<file path="config.mk">
export PLATFORM = sky130hd
export DESIGN_NAME = radix_number_to_ascii_digits_unit
export DESIGN_NICKNAME = d
export VERILOG_FILES = /design/src/hw/rtl/rnad_pkg.sv /design/src/hw/rtl/rnad_ctrl.sv /design/src/hw/rtl/rnad_dpath.sv /design/src/hw/rtl/radix_number_to_ascii_digits_unit.sv
export SDC_FILE = /design/constraint.sdc
export NUM_CORES = 1
export LEC_CHECK = 0
export BUFFER_PORTS_ARGS = -buffer_cell sky130_fd_sc_hd__buf_2
export CAP_MARGIN = 10
export CORE_UTILIZATION = 55
export DETAILED_ROUTE_END_ITERATION = 10
export PLACE_DENSITY = 0.84
export SLEW_MARGIN = 40
export SYNTH_ARGS = -nofsm -noshare
export SYNTH_HDL_FRONTEND = slang
export SYNTH_SLANG_ARGS = --single-unit
</file>
<file path="constraint.sdc">
create_clock -name clock -period 9.45 [get_ports clock]
set_input_delay 1.4175 -clock clock [delete_from_list [all_inputs] [get_ports clock]]
set_output_delay 1.4175 -clock clock [all_outputs]
set_load 0.05 [all_outputs]
</file>
<file path="src/hw/rtl/rnad_pkg.sv">
// Shared types and constants for the radix number to ASCII digit converter.
// No dependencies; used by rnad_ctrl, rnad_dpath and the top level.
`default_nettype none

package rnad_pkg;

   localparam int NUMBER_W         = 32;
   localparam int RADIX_W          = 8;
   localparam int CHAR_W           = 8;
   localparam int REQ_TDATA_W      = NUMBER_W + RADIX_W;
   localparam int RSP_TDATA_W      = CHAR_W;
   localparam int DEFAULT_NUM_BITS = 32;

   localparam logic [CHAR_W-1:0] ASCII_ZERO  = 8'h30;
   localparam logic [CHAR_W-1:0] ASCII_UPPER = 8'h41;
   localparam logic [CHAR_W-1:0] DIGIT_LIMIT = 8'd10;
   localparam logic [RADIX_W-1:0] MIN_RADIX  = 8'd2;

   // controller -> datapath
   typedef struct packed {
      logic load;      // take a request word
      logic step;      // one restoring-divide bit
      logic pop;       // move top digit to the output register
      logic emit_err;  // load the rejected-radix word
   } rnad_cmd_type;

   // datapath -> controller
   typedef struct packed {
      logic radix_bad;   // incoming radix below two
      logic last_bit;    // current step finishes one digit
      logic quot_zero;   // quotient after this step is zero
      logic last_digit;  // one digit left on the stack
      logic slot_free;   // output register can take a word
   } rnad_sts_type;

   function automatic logic [CHAR_W-1:0] digit_char(input logic [CHAR_W-1:0] d);
      logic [CHAR_W-1:0] c;
      if (d >= DIGIT_LIMIT) begin
         c = d + (ASCII_UPPER - DIGIT_LIMIT);
      end else begin
         c = d + ASCII_ZERO;
      end
      return c;
   endfunction

endpackage

`default_nettype wire

</file>
<file path="src/hw/rtl/rnad_ctrl.sv">
// Sequencer for the radix converter: accept, divide per digit, emit, or reject a bad radix.
// Depends on rnad_pkg for the command and status structs.
`default_nettype none

module rnad_ctrl (
   input  wire logic                  clock,
   input  wire logic                  reset,
   input  wire logic                  req_tvalid,
   output logic                       req_tready,
   input  wire rnad_pkg::rnad_sts_type sts,
   output rnad_pkg::rnad_cmd_type     cmd
);
   import rnad_pkg::*;

   localparam logic [1:0] ST_IDLE = 2'd0;
   localparam logic [1:0] ST_DIV  = 2'd1;
   localparam logic [1:0] ST_EMIT = 2'd2;
   localparam logic [1:0] ST_ERR  = 2'd3;

   logic [1:0] state_ff;
   logic [1:0] state_in;

   always_comb begin
      state_in     = state_ff;
      cmd          = '0;
      req_tready   = 1'b0;
      unique case (state_ff)
         ST_IDLE: begin
            req_tready = 1'b1;
            if (req_tvalid) begin
               cmd.load = 1'b1;
               state_in = sts.radix_bad ? ST_ERR : ST_DIV;
            end
         end
         ST_DIV: begin
            cmd.step = 1'b1;
            if (sts.last_bit && sts.quot_zero) begin
               state_in = ST_EMIT;
            end
         end
         ST_EMIT: begin
            if (sts.slot_free) begin
               cmd.pop = 1'b1;
               if (sts.last_digit) begin
                  state_in = ST_IDLE;
               end
            end
         end
         ST_ERR: begin
            if (sts.slot_free) begin
               cmd.emit_err = 1'b1;
               state_in     = ST_IDLE;
            end
         end
         default: state_in = ST_IDLE;
      endcase
   end

   always_ff @(posedge clock) begin
      if (reset) begin
         state_ff <= ST_IDLE;
      end else begin
         state_ff <= state_in;
      end
   end

endmodule

`default_nettype wire

</file>
<file path="src/hw/rtl/rnad_dpath.sv">
// Datapath: bit-serial restoring divider, digit stack and output register.
// Depends on rnad_pkg; driven by rnad_ctrl commands.
`default_nettype none

module rnad_dpath #(
   parameter int NUM_BITS = rnad_pkg::DEFAULT_NUM_BITS
) (
   input  wire logic                             clock,
   input  wire logic                             reset,
   input  wire logic [rnad_pkg::REQ_TDATA_W-1:0] req_tdata,
   input  wire rnad_pkg::rnad_cmd_type           cmd,
   output rnad_pkg::rnad_sts_type                sts,
   output logic                                  rsp_tvalid,
   input  wire logic                             rsp_tready,
   output logic [rnad_pkg::RSP_TDATA_W-1:0]      rsp_tdata,
   output logic                                  rsp_tlast,
   output logic                                  rsp_tuser
);
   import rnad_pkg::*;

   localparam int VAL_W = (NUM_BITS < NUMBER_W) ? NUM_BITS : NUMBER_W;
   localparam int IDX_W = $clog2(VAL_W);
   localparam int SP_W  = $clog2(VAL_W + 1);
   localparam logic [IDX_W-1:0] LAST_CNT = IDX_W'(VAL_W - 1);
   localparam logic [SP_W-1:0]  ONE_SP   = SP_W'(1);

   logic [VAL_W-1:0]   value_ff, value_in;
   logic [RADIX_W-1:0] radix_ff;
   logic [CHAR_W-1:0]  rem_ff, rem_in;
   logic [IDX_W-1:0]   cnt_ff, cnt_in;
   logic [SP_W-1:0]    sp_ff, sp_in;
   logic [CHAR_W-1:0]  digit_ff [VAL_W];
   logic               rsp_valid_ff, rsp_valid_in;
   logic [CHAR_W-1:0]  rsp_char_ff;
   logic               rsp_last_ff;
   logic               rsp_bad_ff;

   logic [CHAR_W:0]    trial;
   logic [CHAR_W-1:0]  diff;
   logic               ge;
   logic [CHAR_W-1:0]  rem_step;
   logic [VAL_W-1:0]   value_step;
   logic [IDX_W-1:0]   top_idx;

   assign trial      = {rem_ff, value_ff[VAL_W-1]};
   assign diff       = trial[CHAR_W-1:0] - radix_ff;
   assign ge         = (trial >= {1'b0, radix_ff});
   assign rem_step   = ge ? diff : trial[CHAR_W-1:0];
   assign value_step = {value_ff[VAL_W-2:0], ge};
   assign top_idx    = IDX_W'(sp_ff - ONE_SP);

   assign sts.radix_bad  = (req_tdata[REQ_TDATA_W-1:NUMBER_W] < MIN_RADIX);
   assign sts.last_bit   = (cnt_ff == LAST_CNT);
   assign sts.quot_zero  = (value_step == '0);
   assign sts.last_digit = (sp_ff == ONE_SP);
   assign sts.slot_free  = !rsp_valid_ff || rsp_tready;

   always_comb begin
      value_in = value_ff;
      rem_in   = rem_ff;
      cnt_in   = cnt_ff;
      sp_in    = sp_ff;
      if (cmd.load) begin
         value_in = req_tdata[VAL_W-1:0];
         rem_in   = '0;
         cnt_in   = '0;
         sp_in    = '0;
      end else if (cmd.step) begin
         value_in = value_step;
         if (sts.last_bit) begin
            rem_in = '0;
            cnt_in = '0;
            sp_in  = sp_ff + ONE_SP;
         end else begin
            rem_in = rem_step;
            cnt_in = cnt_ff + 1'b1;
         end
      end else if (cmd.pop) begin
         sp_in = sp_ff - ONE_SP;
      end
   end

   always_comb begin
      rsp_valid_in = rsp_valid_ff;
      if (cmd.pop || cmd.emit_err) begin
         rsp_valid_in = 1'b1;
      end else if (rsp_tready) begin
         rsp_valid_in = 1'b0;
      end
   end

   always_ff @(posedge clock) begin
      if (reset) begin
         cnt_ff       <= '0;
         sp_ff        <= '0;
         rsp_valid_ff <= 1'b0;
      end else begin
         cnt_ff       <= cnt_in;
         sp_ff        <= sp_in;
         rsp_valid_ff <= rsp_valid_in;
      end
   end

   always_ff @(posedge clock) begin
      value_ff <= value_in;
      rem_ff   <= rem_in;
      if (cmd.load) begin
         radix_ff <= req_tdata[REQ_TDATA_W-1:NUMBER_W];
      end
      if (cmd.step && sts.last_bit) begin
         digit_ff[sp_ff[IDX_W-1:0]] <= digit_char(rem_step);
      end
      if (cmd.pop) begin
         rsp_char_ff <= digit_ff[top_idx];
         rsp_last_ff <= sts.last_digit;
         rsp_bad_ff  <= 1'b0;
      end else if (cmd.emit_err) begin
         rsp_char_ff <= '0;
         rsp_last_ff <= 1'b1;
         rsp_bad_ff  <= 1'b1;
      end
   end

   assign rsp_tvalid = rsp_valid_ff;
   assign rsp_tdata  = rsp_char_ff;
   assign rsp_tlast  = rsp_last_ff;
   assign rsp_tuser  = rsp_bad_ff;

endmodule

`default_nettype wire

</file>
<file path="src/hw/rtl/radix_number_to_ascii_digits_unit.sv">
// Top level of the radix number to ASCII digit converter.
// Depends on rnad_pkg, rnad_ctrl and rnad_dpath.
//
//  channel | dir | signals                         | contents
//  req     | in  | req_tvalid/tready/tdata[39:0]    | number, radix
//  rsp     | out | rsp_tvalid/tready/tdata/tlast/tuser | character, last, bad_radix
//
// One item with n digits is accepted, then divided digit by digit, W = min(NUM_BITS,32)
// quotient bits per digit at one quotient bit per cycle in the shared restoring divider,
// then its n digits are output; the worst case, radix 2, gives up to W digits.
// Reset is synchronous and clears only control state.
// A new word is taken once the previous one has gone into the output register;
// rsp_tready low holds the output register and stalls digit emission.
`default_nettype none

module radix_number_to_ascii_digits_unit #(
   parameter int NUM_BITS = rnad_pkg::DEFAULT_NUM_BITS
) (
   input  wire logic                             clock,
   input  wire logic                             reset,
   input  wire logic                             req_tvalid,
   output logic                                  req_tready,
   input  wire logic [rnad_pkg::REQ_TDATA_W-1:0] req_tdata,  // number[31:0], radix[39:32]
   output logic                                  rsp_tvalid,
   input  wire logic                             rsp_tready,
   output logic [rnad_pkg::RSP_TDATA_W-1:0]      rsp_tdata,  // character[7:0]
   output logic                                  rsp_tlast,
   output logic                                  rsp_tuser   // bad_radix[0]
);
   import rnad_pkg::*;

   rnad_cmd_type cmd;
   rnad_sts_type sts;

   rnad_ctrl u_ctrl (
      .clock      (clock),
      .reset      (reset),
      .req_tvalid (req_tvalid),
      .req_tready (req_tready),
      .sts        (sts),
      .cmd        (cmd)
   );

   rnad_dpath #(
      .NUM_BITS (NUM_BITS)
   ) u_dpath (
      .clock      (clock),
      .reset      (reset),
      .req_tdata  (req_tdata),
      .cmd        (cmd),
      .sts        (sts),
      .rsp_tvalid (rsp_tvalid),
      .rsp_tready (rsp_tready),
      .rsp_tdata  (rsp_tdata),
      .rsp_tlast  (rsp_tlast),
      .rsp_tuser  (rsp_tuser)
   );

   a_err_word: assert property (@(posedge clock) disable iff (reset)
      rsp_tvalid && rsp_tuser |-> rsp_tlast && (rsp_tdata == '0))
      else $error("error word must be last with zero character");

   a_one_item: assert property (@(posedge clock) disable iff (reset)
      req_tvalid && req_tready |=> !req_tready)
      else $error("second word accepted while converting");

   a_load_hs: assert property (@(posedge clock) disable iff (reset)
      cmd.load |-> req_tvalid && req_tready && !cmd.step && !cmd.pop)
      else $error("load command outside an input handshake");

   a_emit_room: assert property (@(posedge clock) disable iff (reset)
      (cmd.pop || cmd.emit_err) && rsp_tvalid |-> rsp_tready)
      else $error("output register overwritten while stalled");

endmodule

`default_nettype wire
</file>
==> flow_metrics.py <==
metrics = {
    "status": {
        "outcome": "complete, no violations",
    },
    "floorplanning": {
        "fp.dieArea_um2": 25760,
        "die_w_um": 160.5,
        "start_util_pct": 56.49,
        "std_cell_rows": 57,
        "dieHeight_um": 160.5,
        "top_level_ports": 56,
        "core_um2": 24460,
    },
    "yosys": {
        "synth_cell_type_count": 52,
        "syn_nets": 945,
        "yosys_register_bits": 328,
        "async_reset_ff_share_pct": 0,
        "syn_avg_cell_area_um2": 15.65,
        "synth_edf_count": 305,
        "syn_area_um2": 13820,
        "synthCells": 883,
        "synth.yosys.warnings": 0,
        "synthDominantCellAreaShare_pct": 66.27,
        "yosysTopAreaCell": "edfxtp_1",
        "ys.flop_type": "edfxtp_1",
        "synth.most_common_cell": "edfxtp_1",
        "synth_commonest_cells": "edfxtp_1, nand2_1, nor2_1",
        "ys_top_cells_by_area": "edfxtp_1, mux4_2, nand2_1",
        "synth-seq-area-share_pct": 69.61,
    },
    "clock_tree": {
        "hold_buffers": 0,
        "clkTransAtPathRegs_ns": 0.06,
        "clk_latency_ns": 0.51,
        "numCtsBuffers": 34,
        "htreeDepth": 2,
        "clock_sinks": 328,
        "clockBufferDepth": 3,
        "cts.repair.resized": 0,
        "postCtsSetupRepairBufs": 0,
        "cts.root.buffer_cell": "clkbuf_16",
        "cts_tree": "built",
    },
    "critical_path": {
        "cp_common_cell": "ha_1",
        "r2r_cells": 11,
        "cpPeakStageDelay_ns": 0.62,
        "critPathArrivalTime_ns": 4.61,
        "critical_path_peak_fanout": 32,
        "cp-start-kind": "flip-flop",
        "path_cells": "ha_1 > a21oi_1 > o211ai_1 > a21oi_4 > mux2_2 > ha_1 > or3_1 > a211o_1 > o31a_1 > nand2_1 > xor2_4",
        "critPathLaunch": "u_dpath.rem_ff[3]$_SDFFE_PP0P_",
        "cp_slowest_cell": "xor2_4",
        "setup.worst_path.class": "flip-flop to flip-flop",
        "end_kind": "flip-flop",
        "required_ns": 9.65,
        "rr_startpoint": "u_dpath.rem_ff[3]$_SDFFE_PP0P_",
    },
    "drt": {
        "drcViolationCount": 0,
        "ant_nets": 0,
        "drt_wl_total_um": 26940,
        "top_layer": "met4",
        "routed-wl-met3_um": 1821,
        "vias": 7697,
        "drt_iter0_markers": 660,
        "wl_met2_um": 13200,
        "met1Wirelength_um": 11000,
        "viasPerCell": 5.981,
        "first_pass_iters": 5,
        "wl_per_cell_um": 20.93,
    },
    "cells_and_area": {
        "area_growth_pct": 12.08,
        "n_antenna_cell": 0,
        "layout.nets": 1003,
        "layout-drive-gt1-share_pct": 21.91,
    },
    "place": {
        "gp_congestion": 0.8110,
        "dp_hpwl_um": 16810,
        "port_buffers": 55,
    },
    "pwr": {
        "leakage_nw": 5.287,
        "power_density_nw_per_um2": 223.8,
        "fin_total_pwr_w": 0.003467,
        "peakVddDrop_uv": 173.6,
    },
    "global_routing": {
        "grt_max_degree": 65,
        "grt_first_pass_wirelength_um": 41790,
        "grt-ovfl-total": 0,
        "grt_pass1_vias": 7733,
        "grt_usage_pct": 21.29,
        "antenna_found_initial": 0,
    },
    "timing": {
        "slew_violations": 0,
        "max_freq_ghz": 0.2266,
        "min_period_ns": 4.414,
        "maxSlewHeadroom_pct": 38.33,
        "clock_skew_ns": 0.01317,
        "rsz0062_at_grt": "no",
        "setup_viol": 0,
        "fin_crit_sh_pct": 46.71,
        "tightest_slew_ns": 0.9216,
        "tns_ns": 0,
        "hold_viol": 0,
    },
    "flow_run": {
        "cap_viol_max_count": 0,
    },
    "min_path": {
        "min_path_type": "flip-flop to flip-flop",
        "hold_start": "u_dpath.cnt_ff[4]$_SDFFE_PP0P_",
        "whs_path_depth": 2,
    },
}
-- routing by layer --
layer | GRT usage, % | vias to the layer above
met5 | 0 | -
met1 | 27.67 | 3821
met3 | 3.926 | 50
met2 | 35.52 | 336
li1 | - | 3490
met4 | 8.918 | 0
-- cells by family (layout without fill, tap and decap cells) --
group	after synthesis	count (layout)	synth area share, %
AOI/OAI and AO/OA	100	100	4.563
xor gates and xnor gates	18	18	1.141
adders and majority gates	18	18	1.684
buffers and inverters	64	144	2.091
DFF	328	328	69.61
muxes	91	91	12.43
and+or+nand+nor	264	264	8.484
-- worst max-delay path, delay by kind of cell, from the launching register on --
family / cells / cell delay (ns)
AOI/OAI and AO/OA: 5 / 1.54
xor gates and xnor gates: 1 / 0.62
adders and majority gates: 2 / 0.58
and+or+nand+nor: 2 / 0.58
muxes: 1 / 0.43
DFF: 1 / 0.34
-- worst paths after layout --
| path | end | slack [ns] |
|---|---|---|
| max | u_dpath.digit_ff[2][2]$_DFFE_PP_ | 5.04 |
| min | u_dpath.cnt_ff[4]$_SDFFE_PP0P_ | 0.47 |
| max reg2reg | u_dpath.digit_ff[2][2]$_DFFE_PP_ | 5.04 |
| min reg2reg | u_dpath.cnt_ff[4]$_SDFFE_PP0P_ | 0.47 |
-- cells in the final DEF (no fill, tap or decap), drive strengths merged, types with 4 or more instances in the layout --
cell type	netlist	routed
inv	19	20
nor2	65	65
clkbuf	21	47
edfxtp	305	305
xnor2	11	11
nand3	11	11
buf	24	67
xor2	7	7
mux2	5	5
nor2b	20	20
a211oi	28	28
ha	17	17
or3	6	6
mux2i	22	22
nand2b	4	4
mux4	64	64
a21oi	38	38
nor4	10	10
o21ai	19	19
clkinv	0	9
nand2	127	127
dfxtp	23	23
nor3	6	6
-- flip-flops by register name, summed over array words and instances, names as in the netlist --
| signal | cells |
|---|---|
| u_dpath.digit_ff | 256 |
| u_dpath.cnt_ff | 5 |
| u_dpath.sp_ff | 6 |
| u_dpath.rem_ff | 8 |
| u_dpath.rsp_tuser | 1 |
| u_dpath.rsp_tlast | 1 |
| u_dpath.rsp_tvalid | 1 |
| u_dpath.radix_ff | 8 |
| u_dpath.value_ff | 32 |
| u_dpath.rsp_tdata | 8 |
| u_ctrl.state_ff | 2 |
-- cell type report --
cell class	count	area (um2)
Sequential cell	328	9623
Fill cell	1670	8974
Multi-Input combinational cell	491	4029
Clock buffer	47	930.9
Tap cell	324	405.4
Timing Repair Buffer	67	372.9
Inverter	19	71.32
Clock inverter	11	56.30
-- report_power, final --
part | switching [W] | leakage (nW) | internal, W
combinational | 0.000334 | 1.82 | 0.000143
sequential | 0.0000303 | 2.98 | 0.00176
clock | 0.000512 | 0.482 | 0.000688
-- stage by stage --
step / setup slack [ns] / instance area (um2) / util (%) / hold WS (ns) / instances
after floorplan: 5.096 / 13820 / - / 0.4406 / 883
after global placement: 4.982 / 14440 / 59.03 / 0.4521 / 1228
after detailed placement: 4.958 / 14480 / 59.17 / 0.4644 / 1229
after CTS: 4.912 / 15460 / 63.21 / 0.4734 / 1287
after global routing: 4.768 / 15490 / 63.32 / 0.5088 / 1287
final: 5.036 / 15490 / 63.32 / 0.4688 / 1287
Note: power is estimated with default switching activity, not from simulation.
